===== src/hw/rtl/tre_pkg.sv =====
// ----------------------------------------------------------------------------
// tre_pkg: shared types and constants of the texture residency evictor.
// Holds the input and result word layouts and the operation codes.
// ----------------------------------------------------------------------------
package tre_pkg;

  localparam int ENTRIES = 16;
  localparam int HW      = 4;   // handle width, log2 of ENTRIES
  localparam int CW      = 5;   // width of counts that can reach ENTRIES

  localparam logic [2:0] FUNC_BEGIN = 3'd0;
  localparam logic [2:0] FUNC_ADD   = 3'd1;
  localparam logic [2:0] FUNC_TOUCH = 3'd2;
  localparam logic [2:0] FUNC_PUMP  = 3'd3;
  localparam logic [2:0] FUNC_EVICT = 3'd4;

  localparam logic [1:0] KIND_DONE    = 2'd0;
  localparam logic [1:0] KIND_LOADED  = 2'd1;
  localparam logic [1:0] KIND_EVICTED = 2'd2;
  localparam logic [1:0] KIND_REJECT  = 2'd3;

  localparam logic [1:0] REG_BYTE_BUDGET  = 2'd0;
  localparam logic [1:0] REG_MAX_RESIDENT = 2'd1;
  localparam logic [1:0] REG_FREEZE       = 2'd2;

  typedef struct packed {
    logic [2:0]  func;
    logic [3:0]  handle;
    logic [31:0] frame_index;
    logic [15:0] width;
    logic [15:0] height;
    logic        from_disk;
    logic [4:0]  max_loads;
  } in_word_t;

  typedef struct packed {
    logic [1:0]  kind;
    logic [3:0]  out_handle;
    logic        last;
    logic [39:0] used_bytes;
    logic [4:0]  resident_count;
    logic [4:0]  evictions;
  } out_word_t;

endpackage


===== src/hw/rtl/tre_mem.sv =====
// ----------------------------------------------------------------------------
// tre_mem: single-port-write, single-port-read synchronous RAM.
// Read data is registered and appears in the cycle after the address.
// ----------------------------------------------------------------------------
module tre_mem import tre_pkg::*; #(
  parameter int DW = 32
) (
  input  logic          clk,
  input  logic          we,
  input  logic [HW-1:0] waddr,
  input  logic [DW-1:0] wdata,
  input  logic [HW-1:0] raddr,
  output logic [DW-1:0] rdata
);

  logic [DW-1:0] mem [ENTRIES];

  always_ff @(posedge clk) begin
    if (we) begin
      mem[waddr] <= wdata;
    end
  end

  always_ff @(posedge clk) begin
    rdata <= mem[raddr];
  end

endmodule


===== src/hw/rtl/tre_out.sv =====
// ----------------------------------------------------------------------------
// tre_out: result output register.
// Holds one result word until the consumer takes it.
// ----------------------------------------------------------------------------
module tre_out import tre_pkg::*; (
  input  logic      clk,
  input  logic      rst_n,
  input  logic      push,
  input  out_word_t push_word,
  output logic      can_push,
  output logic      out_valid,
  input  logic      out_ready,
  output out_word_t out_data
);

  logic      valid_r;
  out_word_t data_r;

  assign can_push  = !valid_r || out_ready;
  assign out_valid = valid_r;
  assign out_data  = data_r;

  always_ff @(posedge clk) begin
    if (!rst_n) begin
      valid_r <= 1'b0;
    end else if (push && can_push) begin
      valid_r <= 1'b1;
    end else if (out_ready) begin
      valid_r <= 1'b0;
    end
  end

  always_ff @(posedge clk) begin
    if (push && can_push) begin
      data_r <= push_word;
    end
  end

endmodule


===== src/hw/rtl/texture_residency_lru_evictor_unit.sv =====
// ----------------------------------------------------------------------------
// texture_residency_lru_evictor_unit: LRU residency tracker with byte and
// count budgets.
// ----------------------------------------------------------------------------
// One operation is taken at a time. Pump reloads queued entries and drops
// queue entries that are out of range or already resident. Evict scans the
// table through the frame-stamp and size memories once per eviction, at one
// entry a cycle. Loaded and evicted words are collected and sent after the
// operation ends, one per cycle while the consumer accepts them, then the
// final word.
// ----------------------------------------------------------------------------
module texture_residency_lru_evictor_unit import tre_pkg::*; (
  input  logic        clk,
  input  logic        rst_n,
  input  logic        in_valid,
  output logic        in_ready,
  input  in_word_t    in_data,
  output logic        out_valid,
  input  logic        out_ready,
  output out_word_t   out_data,
  input  logic        cfg_valid,
  output logic        cfg_ready,
  input  logic [1:0]  cfg_index,
  input  logic [39:0] cfg_data
);

  typedef enum logic [3:0] {
    S_IDLE, S_ADD, S_TOUCH, S_TOUCH_UPD, S_PUMP, S_PUMP_UPD,
    S_EV_CHK, S_EV_SCAN, S_EV_TAKE, S_DRAIN, S_FINAL
  } state_t;

  state_t        state_r;
  in_word_t      op_r;
  logic [33:0]   prod_r;
  logic [39:0]   budget_r;
  logic [4:0]    max_res_r;
  logic          freeze_r;
  logic [CW-1:0] count_r;
  logic [ENTRIES-1:0] res_r, pin_r, disk_r, load_r;
  logic [HW-1:0] queue_r [ENTRIES];
  logic [HW-1:0] qhead_r;
  logic [CW-1:0] qcount_r;
  logic [31:0]   frame_r;
  logic [4:0]    evc_r;
  logic [39:0]   used_r;
  logic [CW-1:0] rc_r;
  logic [CW-1:0] loaded_r;
  logic [HW-1:0] hbuf_r [ENTRIES];
  logic [CW-1:0] nres_r;
  logic [HW-1:0] rp_r;
  logic [1:0]    lkind_r;
  logic [1:0]    fkind_r;
  logic [HW-1:0] fhandle_r;
  logic [CW-1:0] scan_r;
  logic          rd_v_r;
  logic [HW-1:0] rd_i_r;
  logic          best_v_r;
  logic [HW-1:0] best_r;
  logic [31:0]   best_lru_r;
  logic [33:0]   best_size_r;

  logic          lru_we;
  logic [HW-1:0] lru_waddr;
  logic [31:0]   lru_wdata;
  logic          size_we;
  logic [HW-1:0] size_waddr;
  logic [HW-1:0] raddr;
  logic [31:0]   lru_rdata;
  logic [33:0]   size_rdata;
  logic          push;
  out_word_t     push_word;
  logic          can_push;

  logic          touch_ok, pump_go, scan_issue, scan_done, over, elig;
  logic [HW-1:0] qh_ent;

  assign in_ready  = (state_r == S_IDLE);
  assign cfg_ready = 1'b1;
  assign touch_ok  = {1'b0, op_r.handle} < count_r;
  assign qh_ent    = queue_r[qhead_r];
  assign pump_go   = (loaded_r < op_r.max_loads) && (qcount_r != '0);
  assign scan_issue = (state_r == S_EV_SCAN) && (scan_r < count_r);
  assign scan_done = (scan_r >= count_r) && !rd_v_r;
  assign over = ((budget_r != '0) && (used_r > budget_r)) ||
                ((max_res_r != '0) && (rc_r > max_res_r));
  assign elig = rd_v_r && res_r[rd_i_r] && !pin_r[rd_i_r] && disk_r[rd_i_r];

  always_comb begin
    lru_we     = 1'b0;
    lru_waddr  = op_r.handle;
    lru_wdata  = frame_r;
    size_we    = 1'b0;
    size_waddr = count_r[HW-1:0];
    raddr      = op_r.handle;
    case (state_r)
      S_ADD: begin
        lru_we    = (count_r < CW'(ENTRIES));
        lru_waddr = count_r[HW-1:0];
        size_we   = lru_we;
      end
      S_TOUCH: begin
        lru_we = touch_ok;
      end
      S_PUMP: begin
        raddr     = qh_ent;
        lru_waddr = qh_ent;
        lru_we    = pump_go && ({1'b0, qh_ent} < count_r) && !res_r[qh_ent];
      end
      S_EV_SCAN: begin
        raddr = scan_r[HW-1:0];
      end
      S_EV_TAKE: begin
        lru_we    = best_v_r;
        lru_waddr = best_r;
        lru_wdata = '0;
      end
      default: begin
      end
    endcase
  end

  always_comb begin
    push      = 1'b0;
    push_word = '0;
    push_word.resident_count = rc_r;
    push_word.evictions      = evc_r;
    case (state_r)
      S_DRAIN: begin
        push = (nres_r != '0);
        push_word.kind       = lkind_r;
        push_word.out_handle = hbuf_r[rp_r];
      end
      S_FINAL: begin
        push = 1'b1;
        push_word.kind       = fkind_r;
        push_word.out_handle = fhandle_r;
        push_word.last       = 1'b1;
        push_word.used_bytes = used_r;
      end
      default: begin
      end
    endcase
  end

  tre_mem #(.DW(32)) u_lru_mem (
    .clk(clk), .we(lru_we), .waddr(lru_waddr), .wdata(lru_wdata),
    .raddr(raddr), .rdata(lru_rdata)
  );

  tre_mem #(.DW(34)) u_size_mem (
    .clk(clk), .we(size_we), .waddr(size_waddr), .wdata(prod_r),
    .raddr(raddr), .rdata(size_rdata)
  );

  tre_out u_out (
    .clk(clk), .rst_n(rst_n), .push(push), .push_word(push_word),
    .can_push(can_push), .out_valid(out_valid), .out_ready(out_ready),
    .out_data(out_data)
  );

  always_ff @(posedge clk) begin
    if (!rst_n) begin
      state_r   <= S_IDLE;
      budget_r  <= '0;
      max_res_r <= '0;
      freeze_r  <= 1'b0;
      count_r   <= '0;
      res_r     <= '0;
      pin_r     <= '0;
      disk_r    <= '0;
      load_r    <= '0;
      qhead_r   <= '0;
      qcount_r  <= '0;
      frame_r   <= '0;
      evc_r     <= '0;
      used_r    <= '0;
      rc_r      <= '0;
      nres_r    <= '0;
      rp_r      <= '0;
      rd_v_r    <= 1'b0;
      best_v_r  <= 1'b0;
    end else begin
      if (cfg_valid) begin
        case (cfg_index)
          REG_BYTE_BUDGET:  budget_r  <= cfg_data;
          REG_MAX_RESIDENT: max_res_r <= cfg_data[4:0];
          REG_FREEZE:       freeze_r  <= cfg_data[0];
          default: begin
          end
        endcase
      end
      rd_v_r <= scan_issue;
      rd_i_r <= scan_r[HW-1:0];
      case (state_r)
        S_IDLE: begin
          if (in_valid) begin
            op_r      <= in_data;
            prod_r    <= {32'(in_data.width) * 32'(in_data.height), 2'b00};
            fkind_r   <= KIND_DONE;
            fhandle_r <= '0;
            loaded_r  <= '0;
            nres_r    <= '0;
            rp_r      <= '0;
            case (in_data.func)
              FUNC_BEGIN: begin
                frame_r <= in_data.frame_index;
                evc_r   <= '0;
                state_r <= S_FINAL;
              end
              FUNC_ADD:   state_r <= S_ADD;
              FUNC_TOUCH: state_r <= S_TOUCH;
              FUNC_PUMP: begin
                lkind_r <= KIND_LOADED;
                state_r <= S_PUMP;
              end
              FUNC_EVICT: begin
                lkind_r <= KIND_EVICTED;
                state_r <= freeze_r ? S_FINAL : S_EV_CHK;
              end
              default:    state_r <= S_FINAL;
            endcase
          end
        end
        S_ADD: begin
          if (count_r < CW'(ENTRIES)) begin
            res_r[count_r[HW-1:0]]  <= 1'b1;
            pin_r[count_r[HW-1:0]]  <= !op_r.from_disk;
            disk_r[count_r[HW-1:0]] <= op_r.from_disk;
            load_r[count_r[HW-1:0]] <= 1'b0;
            used_r    <= used_r + 40'(prod_r);
            rc_r      <= rc_r + 1'b1;
            count_r   <= count_r + 1'b1;
            fhandle_r <= count_r[HW-1:0];
          end else begin
            fkind_r <= KIND_REJECT;
          end
          state_r <= S_FINAL;
        end
        S_TOUCH: begin
          fhandle_r <= op_r.handle;
          state_r   <= S_FINAL;
          if (touch_ok && !res_r[op_r.handle] && !load_r[op_r.handle]) begin
            if (!disk_r[op_r.handle]) begin
              res_r[op_r.handle] <= 1'b1;
              pin_r[op_r.handle] <= 1'b1;
              state_r <= S_TOUCH_UPD;
            end else if (qcount_r < CW'(ENTRIES)) begin
              load_r[op_r.handle] <= 1'b1;
              queue_r[qhead_r + qcount_r[HW-1:0]] <= op_r.handle;
              qcount_r <= qcount_r + 1'b1;
            end
          end
        end
        S_TOUCH_UPD: begin
          used_r  <= used_r + 40'(size_rdata);
          rc_r    <= rc_r + 1'b1;
          state_r <= S_FINAL;
        end
        S_PUMP: begin
          if (!pump_go) begin
            state_r <= S_DRAIN;
          end else begin
            qhead_r  <= qhead_r + 1'b1;
            qcount_r <= qcount_r - 1'b1;
            if ({1'b0, qh_ent} < count_r) begin
              load_r[qh_ent] <= 1'b0;
              if (!res_r[qh_ent]) begin
                res_r[qh_ent] <= 1'b1;
                hbuf_r[nres_r[HW-1:0]] <= qh_ent;
                state_r <= S_PUMP_UPD;
              end
            end
          end
        end
        S_PUMP_UPD: begin
          used_r   <= used_r + 40'(size_rdata);
          rc_r     <= rc_r + 1'b1;
          nres_r   <= nres_r + 1'b1;
          loaded_r <= loaded_r + 1'b1;
          state_r  <= S_PUMP;
        end
        S_EV_CHK: begin
          scan_r   <= '0;
          best_v_r <= 1'b0;
          state_r  <= over ? S_EV_SCAN : S_DRAIN;
        end
        S_EV_SCAN: begin
          if (scan_issue) begin
            scan_r <= scan_r + 1'b1;
          end
          // Strict compare keeps the lower handle on equal frames.
          if (elig && (!best_v_r || lru_rdata < best_lru_r)) begin
            best_v_r    <= 1'b1;
            best_r      <= rd_i_r;
            best_lru_r  <= lru_rdata;
            best_size_r <= size_rdata;
          end
          if (scan_done) begin
            state_r <= S_EV_TAKE;
          end
        end
        S_EV_TAKE: begin
          if (best_v_r) begin
            res_r[best_r]  <= 1'b0;
            load_r[best_r] <= 1'b0;
            used_r <= (used_r > 40'(best_size_r)) ? used_r - 40'(best_size_r) : '0;
            if (rc_r != '0) begin
              rc_r <= rc_r - 1'b1;
            end
            if (evc_r != 5'd31) begin
              evc_r <= evc_r + 1'b1;
            end
            hbuf_r[nres_r[HW-1:0]] <= best_r;
            nres_r  <= nres_r + 1'b1;
            state_r <= S_EV_CHK;
          end else begin
            state_r <= S_DRAIN;
          end
        end
        S_DRAIN: begin
          if (nres_r == '0) begin
            state_r <= S_FINAL;
          end else if (can_push) begin
            rp_r <= rp_r + 1'b1;
            if ({1'b0, rp_r} + 1'b1 == nres_r) begin
              state_r <= S_FINAL;
            end
          end
        end
        S_FINAL: begin
          if (can_push) begin
            state_r <= S_IDLE;
          end
        end
        default: state_r <= S_IDLE;
      endcase
    end
  end

  a_rc_bound: assert property (@(posedge clk) disable iff (!rst_n)
    rc_r <= count_r)
    else $error("resident count above entry count");

  a_queue_bound: assert property (@(posedge clk) disable iff (!rst_n)
    qcount_r <= CW'(ENTRIES))
    else $error("load queue overflow");

  a_scan_no_write: assert property (@(posedge clk) disable iff (!rst_n)
    (state_r == S_EV_SCAN) |-> !lru_we && !size_we)
    else $error("memory write during eviction scan");

  a_push_final_idle: assert property (@(posedge clk) disable iff (!rst_n)
    (state_r == S_FINAL && can_push) |=> (state_r == S_IDLE))
    else $error("final word sent without returning to idle");

endmodule


===== config.mk =====
export PLATFORM = sky130hd
export DESIGN_NAME = texture_residency_lru_evictor_unit
export DESIGN_NICKNAME = d
export VERILOG_FILES = /design/src/hw/rtl/tre_pkg.sv /design/src/hw/rtl/tre_mem.sv /design/src/hw/rtl/tre_out.sv /design/src/hw/rtl/texture_residency_lru_evictor_unit.sv
export SDC_FILE = /design/constraint.sdc
export NUM_CORES = 2
export LEC_CHECK = 0
export BUFFER_PORTS_ARGS = -buffer_cell sky130_fd_sc_hd__buf_2
export CAP_MARGIN = 20
export CORE_MARGIN = 1
export CORE_UTILIZATION = 60
export CTS_CLUSTER_DIAMETER = 50
export CTS_CLUSTER_SIZE = 16
export DETAILED_ROUTE_END_ITERATION = 6
export GPL_ROUTABILITY_DRIVEN = 0
export PLACE_DENSITY = 0.83
export SLEW_MARGIN = 15
export SYNTH_ARGS = -nofsm -noshare
export SYNTH_HDL_FRONTEND = slang
export SYNTH_HIERARCHICAL = 1
export SYNTH_SLANG_ARGS = --single-unit

===== constraint.sdc =====
create_clock -name clk -period 9.1 [get_ports clk]
set_clock_uncertainty 0.05 [all_clocks]
set_input_delay 1.82 -clock clk [delete_from_list [all_inputs] [get_ports clk]]
set_output_delay 1.82 -clock clk [all_outputs]
set_load 0.03 [all_outputs]

==> flow_metrics.py <==
metrics = {
    "sta": {
        "tightest_slew_ns": 1.08,
        "tns_ns": 0,
        "max_freq_ghz": 0.133,
        "fin_crit_sh_pct": 82.8,
        "slew_headroom_pct": 27.8,
        "setup_viol": 0,
        "hold_violations": 0,
        "report.final.slew_viol_count": 0,
        "fin_crit_ns": 7.54,
        "rsz0062_at_grt": "false",
    },
    "layout": {
        "layout-drive-gt1-share_pct": 14.1,
        "final_common_cell": "edfxtp_1",
        "most-common-layout-cells": "edfxtp_1, nand2_1, inv_1",
        "final_util_pct": 66.5,
        "fill_cells": 8676,
        "multi_input_area_um2": 30800,
        "area.sequential_um2": 47200,
        "synthToLayoutAreaGrowth_pct": 9.52,
        "fin_nets": 6662,
    },
    "route": {
        "vias_per_cell": 6.60,
        "dr.pass1.iters": 7,
        "wl_per_cell_um": 26.2,
        "drc": 0,
        "num_vias": 52000,
        "antenna_left": 0,
        "wl_mm": 207,
        "drt_iter0_markers": 6737,
    },
    "synthesis": {
        "syn_area_um2": 80200,
        "seq_area_frac_synth_pct": 58.9,
        "synth-main-ff-cell": "edfxtp_1",
        "synthCells": 5855,
        "synth_cell_types": 88,
        "synthArstFlopShare_pct": 0,
        "yosysWarningCount": 6,
        "ys_ff_latch": 1670,
        "synth_edf_count": 1374,
        "avgSynthCellArea_um2": 13.7,
    },
    "pwr": {
        "ir_drop_mv": 0.388,
        "power_density_nw_per_um2": 299,
        "p_leak_nw": 31.1,
    },
    "placed_design": {
        "portBuffers": 182,
        "dp_hpwl_mm": 127,
    },
    "die": {
        "initial_core_util_pct": 60.7,
        "die_h_um": 368,
        "fp.dieArea_um2": 135000,
        "io_pins": 184,
        "die_width_um": 368,
        "core_region_area_um2": 132000,
        "core.rowCount": 133,
    },
    "run_status": {
        "status": "complete, no violations",
    },
    "clock_network": {
        "cts_root_buffer": "clkbuf_16",
        "cts_resized": 0,
        "cts_hold_buffers": 0,
        "cts-htree-levels": 4,
        "clk_pin_slew_ns": 0.07,
        "cts_buffers": 139,
        "postCtsSetupBuffers": 0,
        "clkLatencyLatePin_ns": 0.80,
        "cts_buffer_depth": 3,
        "cts_tree": "built",
        "cts.sinks": 1670,
    },
    "global_routing": {
        "grt_pass1_vias": 51600,
        "grt.overflow.total": 0,
        "grtUsageTotal_pct": 30.5,
        "grt_max_degree": 158,
        "antenna_found_initial": 8,
        "grt_pass1_wl_mm": 312,
    },
    "worst_setup_path": {
        "required_ns": 9.59,
        "crit_path_start_kind": "primary input",
        "worstSetupPathType": "primary input to flop",
        "crit_path_end_kind": "flop",
        "cp_max_fo": 16,
        "arrival_ns": 8.03,
    },
    "min_path": {
        "hold_path_class": "flop to flop",
    },
    "job": {
        "cap_viol_max_count": 0,
    },
}
==> worst max-delay path, stage by stage <==
cell	delay (ns)
buf_2	0.30
nand2_1	0.15
fa_1	0.57
inv_1	0.06
fa_1	0.47
fa_1	0.54
fa_1	0.56
fa_1	0.56
inv_1	0.06
fa_1	0.53
inv_1	0.04
ha_1	0.36
nor3_1	0.27
nor2_1	0.09
a22oi_1	0.17
o21a_1	0.22
o21ai_0	0.17
or4_1	0.43
o311a_1	0.14
a41oi_1	0.26
a21oi_1	0.11
xor2_1	0.15
==> layout make-up <==
type	instances	share of cell area (%)
Inverter	400	1.72
Antenna cell	2	0.00570
Timing Repair Buffer	263	1.83
Clock inverter	59	0.879
Multi-Input combinational cell	3546	35.1
Sequential cell	1670	53.7
Tap cell	1755	2.50
Clock buffer	191	4.27
==> kinds of logic (layout without fill, tap and decap cells) <==
logic type | after synthesis | count (layout) | share of synthesized area (%)
adders and majority gates | 518 | 518 | 9.96
buffers and inverters | 670 | 913 | 3.29
AOI/OAI and AO/OA | 1103 | 1103 | 8.90
xor gates and xnor gates | 144 | 144 | 1.57
and+or+nand+nor | 1409 | 1409 | 8.31
DFF | 1670 | 1670 | 58.9
other | 2 | 35 | 0.00937
muxes | 339 | 339 | 9.09
==> metrics by stage <==
stage	hold slack, ns	setup slack, ns	instance area [µm²]	total power [W]	instances
floorplan	0.350	1.34	80300	0.0171	5886
global placement	0.362	0.923	83200	0.0197	7629
detailed placement	0.372	0.768	83200	0.0201	7630
CTS	0.389	1.61	87700	0.0261	7880
global route	0.405	1.23	87800	0.0275	7885
finish	0.393	1.56	87800	0.0262	7886
==> report_power, final <==
part           internal (W)  switching [W]
combinational       0.00390        0.00627
clock               0.00312        0.00285
sequential          0.00936       0.000749
==> state kept, by name (all words and copies together) (netlist names), 34 cells and up, named ones only <==
register / count
hbuf_r: 64
used_r: 40
budget_r: 40
u_size_mem/mem: 544
best_size_r: 34
u_out/out_data: 57
queue_r: 64
u_lru_mem/mem: 512
u_size_mem/rdata: 34
==> final timing paths <==
| kind | startpoint | end | slack [ns] | cells past startpoint |
|---|---|---|---|---|
| hold / removal | u_lru_mem/rdata[18] | best_lru_r[18] | 0.39 | 0 |
| hold reg to reg | u_lru_mem/rdata[18] | best_lru_r[18] | 0.39 | 0 |
| setup / recovery | in_data[28] | prod_r[32] | 1.56 | 22 |
| setup reg to reg | flop | u_lru_mem/mem[10][25] | 3.12 | 12 |
==> cell usage after synthesis, types with 13 or more instances <==
cell      number  area [µm²]
nor3_1        72         360
o21a_1        26         195
nor2b_1       36         225
a22o_1        14         123
xnor2_1       98         858
nand2_1      542        2030
o31ai_1       42         315
a211oi_1      37         278
nand4_1       41         257
nor4_1        26         163
a22oi_1      146        1100
a221oi_1      14         123
o21bai_1      19         143
and3_1        58         363
or2_2         16         100
a21oi_1      328        1640
a31oi_1       26         163
o21ai_0      171         856
and2_1       161        1010
edfxtp_1    1374       41300
mux2i_1       17         170
clkbuf_1     203         762
xor2_1        46         403
nand3_1       68         340
ha_1         318        3980
inv_1        397        1490
buf_2         25         125
o211ai_1      25         188
o21ai_1       13        65.1
o22ai_1       44         275
a21o_1        94         706
nor2_1       289        1080
fa_1         200        4000
nand3b_1      14         105
buf_1         24        90.1
mux4_2       310        6980
nand2b_1      37         231
dfxtp_1      296        5930
==> routing by layer <==
layer	global-route usage [%]	vias up	routed length, µm
met5	0	-	40
met4	12.5	6	9090
met3	5.66	628	23600
met2	49.5	3665	99000
met1	40.9	25500	75000
li1	-	22200	-
(Power assumes the default switching activity.)
